$ cat config.mk
export PLATFORM = sky130hd
export DESIGN_NAME = sliding_window_variance_flat
export DESIGN_NICKNAME = d
export VERILOG_FILES = /design/src/swv_pkg.sv /design/src/swv_sample_if.sv /design/src/swv_variance_if.sv /design/src/swv_ram.sv /design/src/swv_div.sv /design/src/sliding_window_variance.sv /design/src/flat_wrapper.sv
export SDC_FILE = /design/constraint.sdc
export NUM_CORES = 1
export LEC_CHECK = 0
export BUFFER_PORTS_ARGS = -buffer_cell sky130_fd_sc_hd__buf_2
export CAP_MARGIN = 20
export CORE_MARGIN = 3
export CORE_UTILIZATION = 50
export CTS_BUF_LIST = sky130_fd_sc_hd__clkbuf_4 sky130_fd_sc_hd__clkbuf_8 sky130_fd_sc_hd__clkbuf_16
export CTS_CLUSTER_DIAMETER = 100
export DETAILED_ROUTE_END_ITERATION = 12
export GPL_TIMING_DRIVEN = 0
export PLACE_DENSITY = 0.68
export SLEW_MARGIN = 30
export SYNTH_ARGS = -nofsm -noshare
export SYNTH_HDL_FRONTEND = slang
export SYNTH_SLANG_ARGS = --single-unit
$ cat constraint.sdc
create_clock -name clk_i -period 6.5 [get_ports clk_i]
set_input_delay 1.3 -clock clk_i [delete_from_list [all_inputs] [get_ports clk_i]]
set_output_delay 1.3 -clock clk_i [all_outputs]
set_load 0.05 [all_outputs]
$ cat src/swv_pkg.sv
// Package for the sliding-window variance block: widths, microcode format and program.
`timescale 1ns / 1ps

package swv_pkg;

  // Field widths and register reset values.
  localparam int unsigned MAX_WINDOW_DEF = 16;
  localparam int unsigned WL_W           = 5;
  localparam logic [WL_W-1:0] WL_RESET   = 5'd16;
  localparam int unsigned SMP_W          = 16;
  localparam int unsigned VAR_W          = 31;
  localparam logic [VAR_W-1:0] VAR_LIMIT = 31'h4000_0000;

  // Width of a squared deviation: |d| < 2^16, so d*d < 2^32.
  localparam int unsigned SQ_W   = 32;
  localparam int unsigned DIFF_W = SMP_W + 1;

  // Datapath operation selected by one control word.
  typedef enum logic [3:0] {
    OP_NOP,
    OP_ACCEPT,
    OP_SHIFT_RD,
    OP_SHIFT_WR,
    OP_WR0,
    OP_RD,
    OP_SUM_ACC,
    OP_DIV_START,
    OP_MEAN,
    OP_DIFF,
    OP_MUL,
    OP_SQ_ACC,
    OP_OUT
  } op_e;

  // Jump condition of one control word.
  typedef enum logic [2:0] {
    C_ALWAYS,
    C_IN_VALID,
    C_IDX_ZERO,
    C_IDX_LAST,
    C_DIV_DONE,
    C_OUT_FREE
  } cond_e;

  typedef logic [3:0] upc_t;

  typedef struct packed {
    op_e   op;
    cond_e cond;
    upc_t  jmp_t;
    upc_t  jmp_f;
  } ucode_t;

  // Step addresses of the program.
  localparam upc_t U_IDLE      = 4'd0;
  localparam upc_t U_SHIFT_RD  = 4'd1;
  localparam upc_t U_SHIFT_WR  = 4'd2;
  localparam upc_t U_WR0       = 4'd3;
  localparam upc_t U_SUM_RD    = 4'd4;
  localparam upc_t U_SUM_ACC   = 4'd5;
  localparam upc_t U_DIV1      = 4'd6;
  localparam upc_t U_DIV1_WAIT = 4'd7;
  localparam upc_t U_MEAN      = 4'd8;
  localparam upc_t U_SQ_RD     = 4'd9;
  localparam upc_t U_SQ_DIFF   = 4'd10;
  localparam upc_t U_SQ_MUL    = 4'd11;
  localparam upc_t U_SQ_ACC    = 4'd12;
  localparam upc_t U_DIV2      = 4'd13;
  localparam upc_t U_DIV2_WAIT = 4'd14;
  localparam upc_t U_OUT       = 4'd15;

  // Program ROM: one control word per step.
  function automatic ucode_t ucode_rom(upc_t upc);
    ucode_t w;
    w = '{op: OP_NOP, cond: C_ALWAYS, jmp_t: U_IDLE, jmp_f: U_IDLE};
    case (upc)
      U_IDLE:      w = '{op: OP_ACCEPT,    cond: C_IN_VALID, jmp_t: U_SHIFT_RD,
                         jmp_f: U_IDLE};
      U_SHIFT_RD:  w = '{op: OP_SHIFT_RD,  cond: C_IDX_ZERO, jmp_t: U_WR0,
                         jmp_f: U_SHIFT_WR};
      U_SHIFT_WR:  w = '{op: OP_SHIFT_WR,  cond: C_ALWAYS,   jmp_t: U_SHIFT_RD,
                         jmp_f: U_SHIFT_RD};
      U_WR0:       w = '{op: OP_WR0,       cond: C_ALWAYS,   jmp_t: U_SUM_RD,
                         jmp_f: U_SUM_RD};
      U_SUM_RD:    w = '{op: OP_RD,        cond: C_ALWAYS,   jmp_t: U_SUM_ACC,
                         jmp_f: U_SUM_ACC};
      U_SUM_ACC:   w = '{op: OP_SUM_ACC,   cond: C_IDX_LAST, jmp_t: U_DIV1,
                         jmp_f: U_SUM_RD};
      U_DIV1:      w = '{op: OP_DIV_START, cond: C_ALWAYS,   jmp_t: U_DIV1_WAIT,
                         jmp_f: U_DIV1_WAIT};
      U_DIV1_WAIT: w = '{op: OP_NOP,       cond: C_DIV_DONE, jmp_t: U_MEAN,
                         jmp_f: U_DIV1_WAIT};
      U_MEAN:      w = '{op: OP_MEAN,      cond: C_ALWAYS,   jmp_t: U_SQ_RD,
                         jmp_f: U_SQ_RD};
      U_SQ_RD:     w = '{op: OP_RD,        cond: C_ALWAYS,   jmp_t: U_SQ_DIFF,
                         jmp_f: U_SQ_DIFF};
      U_SQ_DIFF:   w = '{op: OP_DIFF,      cond: C_ALWAYS,   jmp_t: U_SQ_MUL,
                         jmp_f: U_SQ_MUL};
      U_SQ_MUL:    w = '{op: OP_MUL,       cond: C_ALWAYS,   jmp_t: U_SQ_ACC,
                         jmp_f: U_SQ_ACC};
      U_SQ_ACC:    w = '{op: OP_SQ_ACC,    cond: C_IDX_LAST, jmp_t: U_DIV2,
                         jmp_f: U_SQ_RD};
      U_DIV2:      w = '{op: OP_DIV_START, cond: C_ALWAYS,   jmp_t: U_DIV2_WAIT,
                         jmp_f: U_DIV2_WAIT};
      U_DIV2_WAIT: w = '{op: OP_NOP,       cond: C_DIV_DONE, jmp_t: U_OUT,
                         jmp_f: U_DIV2_WAIT};
      U_OUT:       w = '{op: OP_OUT,       cond: C_OUT_FREE, jmp_t: U_IDLE,
                         jmp_f: U_OUT};
      default:     w = '{op: OP_NOP,       cond: C_ALWAYS,   jmp_t: U_IDLE,
                         jmp_f: U_IDLE};
    endcase
    return w;
  endfunction

endpackage

$ cat src/swv_sample_if.sv
// Input channel interface carrying one signed sample per beat.
`timescale 1ns / 1ps

interface swv_sample_if;
  import swv_pkg::*;

  logic                    valid;
  logic                    ready;
  logic signed [SMP_W-1:0] sample;

  modport source (output valid, output sample, input ready);
  modport sink (input valid, input sample, output ready);
endinterface

$ cat src/swv_variance_if.sv
// Output channel interface carrying one variance result per beat.
`timescale 1ns / 1ps

interface swv_variance_if;
  import swv_pkg::*;

  logic             valid;
  logic             ready;
  logic [VAR_W-1:0] variance;

  modport source (output valid, output variance, input ready);
  modport sink (input valid, input variance, output ready);
endinterface

$ cat src/swv_ram.sv
// Generic single-port-write, single-port-read RAM with registered read data.
`timescale 1ns / 1ps

module swv_ram #(
  parameter int unsigned WIDTH = 16,
  parameter int unsigned DEPTH = 16
) (
  input  logic                     clk_i,
  input  logic                     we_i,
  input  logic [$clog2(DEPTH)-1:0] waddr_i,
  input  logic [WIDTH-1:0]         wdata_i,
  input  logic                     re_i,
  input  logic [$clog2(DEPTH)-1:0] raddr_i,
  output logic [WIDTH-1:0]         rdata_o
);

  logic [WIDTH-1:0] mem_q [DEPTH];

  // Write port.
  always_ff @(posedge clk_i) begin
    if (we_i) begin
      mem_q[waddr_i] <= wdata_i;
    end
  end

  // Registered read port.
  always_ff @(posedge clk_i) begin
    if (re_i) begin
      rdata_o <= mem_q[raddr_i];
    end
  end

endmodule

$ cat src/swv_div.sv
// Restoring unsigned divider that produces one quotient bit per cycle.
`timescale 1ns / 1ps

module swv_div #(
  parameter int unsigned DW = 38,
  parameter int unsigned VW = 5
) (
  input  logic          clk_i,
  input  logic          rst_ni,
  input  logic          start_i,
  input  logic [DW-1:0] dividend_i,
  input  logic [VW-1:0] divisor_i,
  output logic          done_o,
  output logic [DW-1:0] quotient_o
);

  localparam int unsigned CNT_W = $clog2(DW + 1);

  logic             busy_q, busy_d;
  logic             done_q, done_d;
  logic [CNT_W-1:0] cnt_q, cnt_d;
  logic [DW-1:0]    quo_q, quo_d;
  logic [VW-1:0]    rem_q, rem_d;
  logic [VW-1:0]    dsr_q, dsr_d;
  logic [VW:0]      rem_shift;
  logic [VW:0]      rem_sub;
  logic             fits;

  // One restoring step: shift in the next dividend bit and try a subtract.
  assign rem_shift = {rem_q, quo_q[DW-1]};
  assign rem_sub   = rem_shift - {1'b0, dsr_q};
  assign fits      = rem_shift >= {1'b0, dsr_q};

  always_comb begin
    busy_d = busy_q;
    done_d = 1'b0;
    cnt_d  = cnt_q;
    quo_d  = quo_q;
    rem_d  = rem_q;
    dsr_d  = dsr_q;
    if (start_i) begin
      busy_d = 1'b1;
      cnt_d  = CNT_W'(DW);
      quo_d  = dividend_i;
      rem_d  = '0;
      dsr_d  = divisor_i;
    end else if (busy_q) begin
      quo_d = {quo_q[DW-2:0], fits};
      rem_d = fits ? rem_sub[VW-1:0] : rem_shift[VW-1:0];
      cnt_d = cnt_q - CNT_W'(1);
      if (cnt_q == CNT_W'(1)) begin
        busy_d = 1'b0;
        done_d = 1'b1;
      end
    end
  end

  // Control state.
  always_ff @(posedge clk_i or negedge rst_ni) begin
    if (!rst_ni) begin
      busy_q <= 1'b0;
      done_q <= 1'b0;
      cnt_q  <= '0;
    end else begin
      busy_q <= busy_d;
      done_q <= done_d;
      cnt_q  <= cnt_d;
    end
  end

  // Operand registers.
  always_ff @(posedge clk_i) begin
    quo_q <= quo_d;
    rem_q <= rem_d;
    dsr_q <= dsr_d;
  end

  assign done_o     = done_q;
  assign quotient_o = quo_q;

endmodule

$ cat src/sliding_window_variance.sv
// Sliding-window population variance: a microcoded sequencer over a window RAM and a divider.
`timescale 1ns / 1ps

// Each accepted sample is pushed into a window of the last L samples, where L is
// window_length clamped to 1..MAX_WINDOW, and the block returns the population
// variance of that window about its truncated mean, saturated at 2^30. One sample
// is processed at a time by a short microprogram that walks the window RAM three
// times (shift, sum, squared deviations) and runs the shared bit-serial divider
// twice; the divider works on ACCW-bit values, where ACCW is 33 plus the bit count
// of MAX_WINDOW. A new sample is taken while the previous result still waits on the
// output register. The window reads as zero after reset through per-entry valid
// bits, so no clearing pass is needed. window_length may only be written while the
// block is idle.
module sliding_window_variance #(
  parameter int unsigned MAX_WINDOW = swv_pkg::MAX_WINDOW_DEF
) (
  input  logic                    clk_i,
  input  logic                    rst_ni,
  input  logic                    window_length_we_i,
  input  logic [swv_pkg::WL_W-1:0] window_length_i,
  swv_sample_if.sink              smp_i,
  swv_variance_if.source          var_o
);
  import swv_pkg::*;

  localparam int unsigned LW   = $clog2(MAX_WINDOW + 1);
  localparam int unsigned AW   = $clog2(MAX_WINDOW);
  localparam int unsigned CW   = (LW > WL_W) ? LW : WL_W;
  localparam int unsigned ACCW = SQ_W + 1 + LW;

  // Configuration register.
  logic [WL_W-1:0] window_length_q;

  always_ff @(posedge clk_i or negedge rst_ni) begin
    if (!rst_ni) begin
      window_length_q <= WL_RESET;
    end else if (window_length_we_i) begin
      window_length_q <= window_length_i;
    end
  end

  // Effective window length: zero acts as one, large values clamp to the store.
  logic [CW-1:0] wl_ext;
  logic [LW-1:0] eff_len;

  assign wl_ext = CW'(window_length_q);

  always_comb begin
    if (wl_ext == '0) begin
      eff_len = LW'(1);
    end else if (wl_ext > CW'(MAX_WINDOW)) begin
      eff_len = LW'(MAX_WINDOW);
    end else begin
      eff_len = LW'(wl_ext);
    end
  end

  // Sequencer and datapath registers.
  upc_t                     upc_q, upc_d;
  ucode_t                   uw;
  logic                     taken;
  logic [LW-1:0]            len_q;
  logic [AW-1:0]            idx_q;
  logic signed [SMP_W-1:0]  sample_q;
  logic signed [ACCW-1:0]   acc_q;
  logic                     neg_q;
  logic signed [SMP_W-1:0]  mean_q;
  logic signed [DIFF_W-1:0] diff_q;
  logic [SQ_W-1:0]          sq_q;
  logic [MAX_WINDOW-1:0]    valid_q;
  logic                     rd_vld_q;
  logic                     out_valid_q;
  logic [VAR_W-1:0]         result_q;

  // Datapath wiring.
  logic                     idx_zero;
  logic                     idx_last;
  logic                     out_free;
  logic                     in_beat;
  logic                     ram_we;
  logic [AW-1:0]            ram_waddr;
  logic [SMP_W-1:0]         ram_wdata;
  logic                     ram_re;
  logic [AW-1:0]            ram_raddr;
  logic [SMP_W-1:0]         ram_rdata;
  logic signed [SMP_W-1:0]  rd_data;
  logic [ACCW-1:0]          acc_mag;
  logic                     div_start;
  logic                     div_done;
  logic [ACCW-1:0]          div_quo;
  logic [DIFF_W:0]          mean_ext;
  logic signed [2*DIFF_W-1:0] prod;

  assign uw       = ucode_rom(upc_q);
  assign idx_zero = (idx_q == '0);
  assign idx_last = (LW'(idx_q) == len_q - LW'(1));
  assign out_free = !out_valid_q || var_o.ready;
  assign in_beat  = smp_i.valid && smp_i.ready;

  // Jump condition of the current step.
  always_comb begin
    case (uw.cond)
      C_ALWAYS:   taken = 1'b1;
      C_IN_VALID: taken = smp_i.valid;
      C_IDX_ZERO: taken = idx_zero;
      C_IDX_LAST: taken = idx_last;
      C_DIV_DONE: taken = div_done;
      C_OUT_FREE: taken = out_free;
      default:    taken = 1'b1;
    endcase
  end

  assign upc_d = taken ? uw.jmp_t : uw.jmp_f;

  always_ff @(posedge clk_i or negedge rst_ni) begin
    if (!rst_ni) begin
      upc_q <= U_IDLE;
    end else begin
      upc_q <= upc_d;
    end
  end

  // Window RAM ports, driven by the current operation.
  assign ram_we    = (uw.op == OP_SHIFT_WR) || (uw.op == OP_WR0);
  assign ram_waddr = (uw.op == OP_WR0) ? '0 : idx_q;
  assign ram_wdata = (uw.op == OP_WR0) ? sample_q : rd_data;
  assign ram_re    = ((uw.op == OP_SHIFT_RD) && !idx_zero) || (uw.op == OP_RD);
  assign ram_raddr = (uw.op == OP_SHIFT_RD) ? idx_q - AW'(1) : idx_q;

  swv_ram #(
    .WIDTH (SMP_W),
    .DEPTH (MAX_WINDOW)
  ) u_ram (
    .clk_i   (clk_i),
    .we_i    (ram_we),
    .waddr_i (ram_waddr),
    .wdata_i (ram_wdata),
    .re_i    (ram_re),
    .raddr_i (ram_raddr),
    .rdata_o (ram_rdata)
  );

  // Entries never written since reset read as zero.
  always_ff @(posedge clk_i or negedge rst_ni) begin
    if (!rst_ni) begin
      valid_q  <= '0;
      rd_vld_q <= 1'b0;
    end else begin
      if (ram_we) begin
        valid_q[ram_waddr] <= 1'b1;
      end
      if (ram_re) begin
        rd_vld_q <= valid_q[ram_raddr];
      end
    end
  end

  assign rd_data = rd_vld_q ? $signed(ram_rdata) : '0;

  // Shared divider for the mean and the variance.
  assign acc_mag   = acc_q[ACCW-1] ? ACCW'(-acc_q) : ACCW'(acc_q);
  assign div_start = (uw.op == OP_DIV_START);

  swv_div #(
    .DW (ACCW),
    .VW (LW)
  ) u_div (
    .clk_i      (clk_i),
    .rst_ni     (rst_ni),
    .start_i    (div_start),
    .dividend_i (acc_mag),
    .divisor_i  (len_q),
    .done_o     (div_done),
    .quotient_o (div_quo)
  );

  // Truncated mean: restore the sign of the quotient magnitude.
  assign mean_ext = neg_q ? -{2'b00, div_quo[SMP_W-1:0]} : {2'b00, div_quo[SMP_W-1:0]};
  assign prod     = (2*DIFF_W)'(diff_q) * (2*DIFF_W)'(diff_q);

  // Datapath registers, updated by the operation of the current step.
  always_ff @(posedge clk_i) begin
    case (uw.op)
      OP_ACCEPT: begin
        if (in_beat) begin
          sample_q <= smp_i.sample;
          len_q    <= eff_len;
          idx_q    <= AW'(eff_len - LW'(1));
        end
      end
      OP_SHIFT_WR: begin
        idx_q <= idx_q - AW'(1);
      end
      OP_WR0: begin
        idx_q <= '0;
        acc_q <= '0;
      end
      OP_SUM_ACC: begin
        acc_q <= acc_q + ACCW'(rd_data);
        idx_q <= idx_q + AW'(1);
      end
      OP_DIV_START: begin
        neg_q <= acc_q[ACCW-1];
      end
      OP_MEAN: begin
        mean_q <= $signed(mean_ext[SMP_W-1:0]);
        acc_q  <= '0;
        idx_q  <= '0;
      end
      OP_DIFF: begin
        diff_q <= DIFF_W'(rd_data) - DIFF_W'(mean_q);
      end
      OP_MUL: begin
        sq_q <= prod[SQ_W-1:0];
      end
      OP_SQ_ACC: begin
        acc_q <= acc_q + $signed({{(ACCW-SQ_W){1'b0}}, sq_q});
        idx_q <= idx_q + AW'(1);
      end
      OP_OUT: begin
        if (out_free) begin
          result_q <= (div_quo > ACCW'(VAR_LIMIT)) ? VAR_LIMIT : div_quo[VAR_W-1:0];
        end
      end
      default: begin
      end
    endcase
  end

  // Output register: holds a finished result until its beat is taken.
  always_ff @(posedge clk_i or negedge rst_ni) begin
    if (!rst_ni) begin
      out_valid_q <= 1'b0;
    end else begin
      out_valid_q <= (out_valid_q && !var_o.ready) || ((uw.op == OP_OUT) && out_free);
    end
  end

  assign smp_i.ready    = (uw.op == OP_ACCEPT);
  assign var_o.valid    = out_valid_q;
  assign var_o.variance = result_q;

endmodule

$ cat src/flat_wrapper.sv
// flat-port wrapper written by rule: the top's interface ports become plain ports
module sliding_window_variance_flat import swv_pkg::*;
#(
  parameter int unsigned MAX_WINDOW = swv_pkg::MAX_WINDOW_DEF
)
  (clk_i, rst_ni, window_length_we_i, window_length_i, smp_i_valid, smp_i_sample, smp_i_ready, var_o_valid, var_o_variance, var_o_ready);
  swv_sample_if smp_i_i ();
  swv_variance_if var_o_i ();
  input  logic clk_i;
  input  logic rst_ni;
  input  logic window_length_we_i;
  input  logic [swv_pkg::WL_W-1:0] window_length_i;
  input wire logic [$bits(smp_i_i.valid)-1:0] smp_i_valid;
  input wire logic [$bits(smp_i_i.sample)-1:0] smp_i_sample;
  output wire logic [$bits(smp_i_i.ready)-1:0] smp_i_ready;
  output wire logic [$bits(var_o_i.valid)-1:0] var_o_valid;
  output wire logic [$bits(var_o_i.variance)-1:0] var_o_variance;
  input wire logic [$bits(var_o_i.ready)-1:0] var_o_ready;
  assign smp_i_i.valid = smp_i_valid;
  assign smp_i_i.sample = smp_i_sample;
  assign smp_i_ready = smp_i_i.ready;
  assign var_o_valid = var_o_i.valid;
  assign var_o_variance = var_o_i.variance;
  assign var_o_i.ready = var_o_ready;
  sliding_window_variance #(.MAX_WINDOW(MAX_WINDOW)) u_core (.clk_i(clk_i), .rst_ni(rst_ni), .window_length_we_i(window_length_we_i), .window_length_i(window_length_i), .smp_i(smp_i_i), .var_o(var_o_i));
endmodule
==> results of run 1 <==
==> routing by layer <==
layer | vias to the layer above | global-route usage (%) | wire length [microns]
met4 | 2 | 6.229 | 2034
met3 | 132 | 3.478 | 5347
met1 | 11320 | 32.60 | 34780
met5 | - | 0 | 11
met2 | 718 | 41.18 | 42170
li1 | 10020 | - | -
==> per-stage QoR <==
stage / TNS [ns] / setup slack [ns]
final: 0 / 0.08176
after global routing: -0.2079 / -0.1195
after floorplan: 0 / 0.4192
after CTS: 0 / 0.01745
after detailed placement: -5.824 / -0.7616
after global placement: -5.562 / -0.7246
==> flip-flops by register name, summed over array words and instances (netlist names), 6 cells and up <==
name,cells
u_core.u_ram.mem_q,256
u_core.u_div.cnt_q,6
u_core.diff_q,17
u_core.sample_q,16
u_core.u_ram.rdata_o,16
u_core.u_div.quotient_o,38
u_core.mean_q,16
u_core.sq_q,31
u_core.valid_q,16
u_core.var_o.variance,31
u_core.acc_q,38
==> Yosys cell counts (all sizes together) (7+ instances only) <==
cell type	count	area share, %
a211oi	17	0.38
a21o	31	0.69
a21oi	118	1.8
a31oi	7	0.13
and2	56	1.0
and3	40	0.74
buf	20	0.32
clkbuf	74	0.83
dfrtp	34	2.5
edfxtp	474	42
fa	259	15
ha	159	5.9
inv	417	4.6
mux2	8	0.27
mux2i	7	0.21
mux4	85	5.7
nand2	225	2.5
nand2b	23	0.43
nand3	27	0.40
nand4	9	0.19
nor2	173	1.9
nor2b	32	0.59
nor3	34	0.55
nor3b	7	0.16
nor4	8	0.19
o211ai	14	0.31
o21a	17	0.38
o21ai	115	1.7
o22ai	7	0.13
o31ai	18	0.44
o41ai	10	0.26
or2	27	0.50
or3	15	0.30
or4	11	0.30
xnor2	80	2.1
xor2	63	1.6
==> critical path, stage by stage (launching register included) <==
cell	delay, ns
edfxtp_1	0.52
buf_8	0.20
clkbuf_4	0.18
nand2_2	0.11
inv_1	0.07
fa_2	0.63
inv_2	0.08
fa_1	0.50
inv_1	0.06
fa_1	0.52
fa_1	0.45
fa_1	0.49
inv_1	0.06
fa_1	0.53
inv_1	0.09
ha_4	0.25
a21oi_4	0.18
nand2_1	0.09
o21ai_2	0.25
and3_4	0.24
a311oi_4	0.04
a211oi_2	0.28
a21oi_1	0.11
xnor2_1	0.16
==> cells by family (layout without fill, tap and decap cells) <==
logic type      count (synthesis)  count (layout)
simple gates                  704             704
compound gates                407             407
fa+ha+maj                     418             418
flops                         514             514
xor+xnor                      143             143
mux                           100             100
buf+inv                       512             720
==> final timing paths <==
kind                                        endpoint  depth (start not counted)                from  slack, ns
max                                  u_core.sq_q[31]                         23   u_core.diff_q[16]       0.08
min                               u_core.valid_q[12]                          1  u_core.valid_q[12]       0.46
max reg2reg                          u_core.sq_q[31]                         23   u_core.diff_q[16]       0.08
min reg2reg                       u_core.valid_q[12]                          1  u_core.valid_q[12]       0.46
max in group asynchronous  u_core.window_length_q[4]                          1              rst_ni       5.46
min in group asynchronous          u_core.valid_q[1]                          1              rst_ni       0.67
==> timing repair <==
action,4_1_cts,5_1_grt
hold endpoints to repair,0,0
pin swaps,3,10
setup endpoints to repair,16,17
setup buffers,15,21
hold buffers,0,0
gates resized for setup,46,60
==> final cells by class <==
cell class	count	area, sq um	share of cell area, %
clock buffers	68	1459	3.835
repair buffers	118	991.0	2.605
well taps	864	1081	2.842
plain buffers	92	464.2	1.220
clock inverters	24	322.8	0.8486
inverters	418	1582	4.158
flip-flops and latches	514	15210	39.99
multi-input cells	1772	16930	44.50
==> metrics, run 1 <==
Distinct cells, synth 74; Synth Area in XOR/XNOR under 10%; top_reg_cell synth edfxtp_1; Ports about 60; Tightest Pin Transition around 0.96 ns; global-route wire length before repair approximately 130 mm; Total Routing Usage GR 24.07%; Die Height 265.5 microns; Post-synth ARST share around 6.8%; Worst-path clk slew roughly 0.06 ns; cts bufs inserted slightly below 50; Clock Latency Late Sink approximately 0.60 ns; RSZ-0062 raised after global routing true; gpl congestion 0.9245; Clock Root Buffer clkbuf_16; mux share of post-synthesis cell area under 10%; commonest non-fill, non-tap cell in the layout edfxtp_1; Remaining DRCs 0; Die ar. approximately 70000 sq um; Nets 3409; Yosys reg bits just over 500; P&R area growth vs syn 13.00%; placed standard-cell area roughly 36000 sq um; Worst EP required 6.80 ns; Max-slew headroom between 30 and 40%; Core Area 66220 sq um; Final setup viols 0; Filler Cells Inserted 5329; vias per cell between 5 and 6; Synth Area in Compound Gates under 10%; Crit. End Element flop; Util after Layout between 50% and 60%; Pre-Repair DR Iteration Count 5; final worst-path cycle share a little over nine tenths; fin. max-slew vios 0; dpl hpwl between 60 and 70 mm; initial antenna violation count 2; Tmin final about 6.4 ns; # placed instances 3744; layout cells sized above 1 15.34%; run status finished clean; Starting Density around half; CTS max path bufs 3; worst hold path type flop to flop; Die X about 270 microns; via count 22190; number of port buffers between 50 and 60; Final ANT Viol Nets 0; fin cells just under 4000; area of the mapped netlist approximately 34000 sq um; ant diodes 0; post-route cell area between 30000 and 40000 sq um; post-synthesis simple-gate area fraction about a tenth; final hold viol count 0; CTS tree built; syn_area_per_cell ~12 sq um; cell row count 94; sequential element share of the synthesized area between 40% and 50%; initial drt markers about 1900; H-tree levels 2; max cap viols 0; CP Launch Type flop; largest net degree at the start of global routing 39; largest family of logic cells by synthesized area adder cells; most frequent cells in the layout edfxtp_1 (474), inv_1 (413), fa_1 (256); Synth Instances between 2000 and 3000; syn_nets approximately 3200; vias in the first global route ~23000; WL/cell 21.80 microns; Post-synth EDFFs 474; fmax roughly 160 MHz; Syn. warnings 0; CP arrival between 6 and 7 ns; critical path class flop to flop; total gr overflow 0; clock skew approximately 0.022 ns; area share of fa/ha/maj cells after synthesis about a fifth; Worst Path Max Fanout 10; Routed Wire Length 84.35 mm; hold_ws between 0.4 and 0.5 ns; CTS Sinks around 510
Power of run 1 is not shown: default switching activity piles up to over one toggle a cycle in this logic, so the estimate is an artifact.
==> inputs of run 2 (changes only) <==
GPL_TIMING_DRIVEN = default   (was 0)
TNS_END_PERCENT = 100   (was default)
clock period = 5.5 ns   (was 6.5 ns; I/O delays follow)
==> run 2 against run 1 <==
  * The flow now finishes with violations (antenna violations, negative setup slack)
  * First-iteration DRC count grew 11%
  * Global-route usage grew 0.55 points
  * Final cell count grew 3.4%
  * Flip-flop and latch count is the same
  * Worst setup slack lost 0.48 ns
  * Register-to-register slack lost 0.48 ns
  * Critical endpoint is now u_core.sq_q[29]
==> metrics, run 2 (synthesized netlist as in run 1, its figures left out) <==
run status finished with violations; failing checks antenna violations, negative setup slack; global-route wire length before repair 134.2 mm; CTS max path bufs 3; commonest non-fill, non-tap cell in the layout edfxtp_1; Routed Wire Length 85.41 mm; RSZ-0062 raised after global routing true; vias in the first global route about 24000; Core Area between 60000 and 70000 sq um; Final setup viols 16; number of port buffers between 50 and 60; CTS Sinks slightly above 500; Clock Root Buffer clkbuf_16; fin. max-slew vios 0; cell row count 94; Remaining DRCs 0; Worst EP required 5.83 ns; Util after Layout between 50% and 60%; initial drt markers approximately 2200; gpl congestion around 0.91; Final WS setup -0.3966 ns; Ports 59; Tmin final slightly below 6 ns; CTS tree built; Sequential Area 15210 sq um; Worst Path Max Fanout 4; max reg flops 256; initial antenna violation count 0; Clock Latency Late Sink roughly 0.63 ns; max cap viols 0; Die ar. roughly 70000 sq um; Worst-path clk slew around 0.07 ns; Final ANT Viol Nets 1; Worst path slowest cell fa_2; layout cells sized above 1 about a quarter; Filler Cells Inserted slightly above 5000; largest net degree at the start of global routing 93; Reg with most FFs u_core.u_ram.mem_q; area occupied by multi-input gates between 15000 and 20000 sq um; cts bufs inserted 53; CP Launch Type flop; P&R area growth vs syn 17.41%; WL/cell 21.35 microns; fmax approximately 170 MHz; most frequent cells in the layout edfxtp_1 (474), inv_1 (389), fa_1 (245); vias per cell 5.686; most used cell, CP fa_1; Max-slew headroom about a third; via count 22750; worst stage delay on the critical path ~0.54 ns; final worst-path cycle share 107.2%; crit path buf inv count 8; Crit. End Element flop; Critical Path, Cell by Cell buf_4, buf_6, nand2_2, inv_1, fa_1, inv_2, fa_2, fa_1, inv_1, fa_1, fa_1, inv_1, fa_1, inv_2, ha_4, o21a_1, o21bai_1, a211o_1, a311oi_4, a211oi_2, buf_4, xnor2_2; Die Height around 270 microns; CP arrival slightly above 6 ns; Pre-Repair DR Iteration Count 6; Top delay family on crit path adder cells; worst hold path type flop to flop; total gr overflow 0; Tightest Pin Transition 1.014 ns; Die X 265.5 microns; Total Routing Usage GR between 20% and 30%; Nets 3534; H-tree levels 2; dpl hpwl just over 60 mm; critical path class flop to flop; clock skew ~0.051 ns; final hold viol count 0; Starting Density 50.84%
## run 2: metal layers
layer	global-route usage [%]	up-vias	routed length [microns]
met5	0	-	0
met4	7.823	0	2749
met3	3.570	142	5650
met2	40.07	867	40610
met1	34.57	11500	36400
li1	-	10240	-
## run 2: area by class of cell
cell class,instances,share of cell area [%]
tap,864,2.735
antenna,5,0.03166
timing repair buffer,331,6.458
clock buffer,74,3.881
inverter,418,4.004
sequential,514,38.49
clock inverter,23,0.6268
multi-input combinational,1772,43.78
## run 2: timing repair
| action | in CTS | in global routing |
|---|---|---|
| resized for setup | 103 | 49 |
| hold buffers | 0 | 0 |
| gates cloned | 2 | 0 |
| setup endpoints to repair | 15 | 26 |
| pin swaps | 74 | 36 |
| buffers inserted | 31 | 8 |
## run 2: final timing paths
path                                        start                         to  slack, ns  cells past startpoint
worst min-delay path            u_core.valid_q[3]          u_core.valid_q[3]       0.47                      1
min in group asynchronous                  rst_ni  u_core.window_length_q[1]       0.57                      1
worst max-delay path             u_core.diff_q[8]            u_core.sq_q[29]      -0.40                     22
max in group asynchronous                  rst_ni            u_core.upc_q[0]       4.34                      1
worst min register to register  u_core.valid_q[3]          u_core.valid_q[3]       0.47                      1
worst max register to register   u_core.diff_q[8]            u_core.sq_q[29]      -0.40                     22
## run 2: through the flow
stage          setup slack [ns]  TNS [ns]  cell area, sq um  instances  hold WS (ns)
6_report                -0.3966    -4.039             39530       4001        0.4678
4_1_cts                 -0.3780    -3.150             39260       3988        0.4660
5_1_grt                 -0.5789    -7.228             39510       3996        0.4745
3_3_place_gp            -0.4183    -3.741             36830       3857        0.4468
3_5_place_dp            -0.5272    -4.956             36840       3858        0.4489
2_1_floorplan           -0.1687   -0.5829             33960       2798        0.4337
## run 2: worst reg2reg max path, cell delays in order, from the launching register on
cell	delay [ns]
edfxtp_1	0.48
buf_4	0.19
buf_6	0.11
nand2_2	0.09
inv_1	0.06
fa_1	0.49
inv_2	0.05
fa_2	0.54
fa_1	0.42
inv_1	0.09
fa_1	0.43
fa_1	0.51
inv_1	0.06
fa_1	0.50
inv_2	0.05
ha_4	0.27
o21a_1	0.16
o21bai_1	0.08
a211o_1	0.34
a311oi_4	0.30
a211oi_2	0.14
buf_4	0.16
xnor2_2	0.13
Power of run 2 is left out for the same reason.
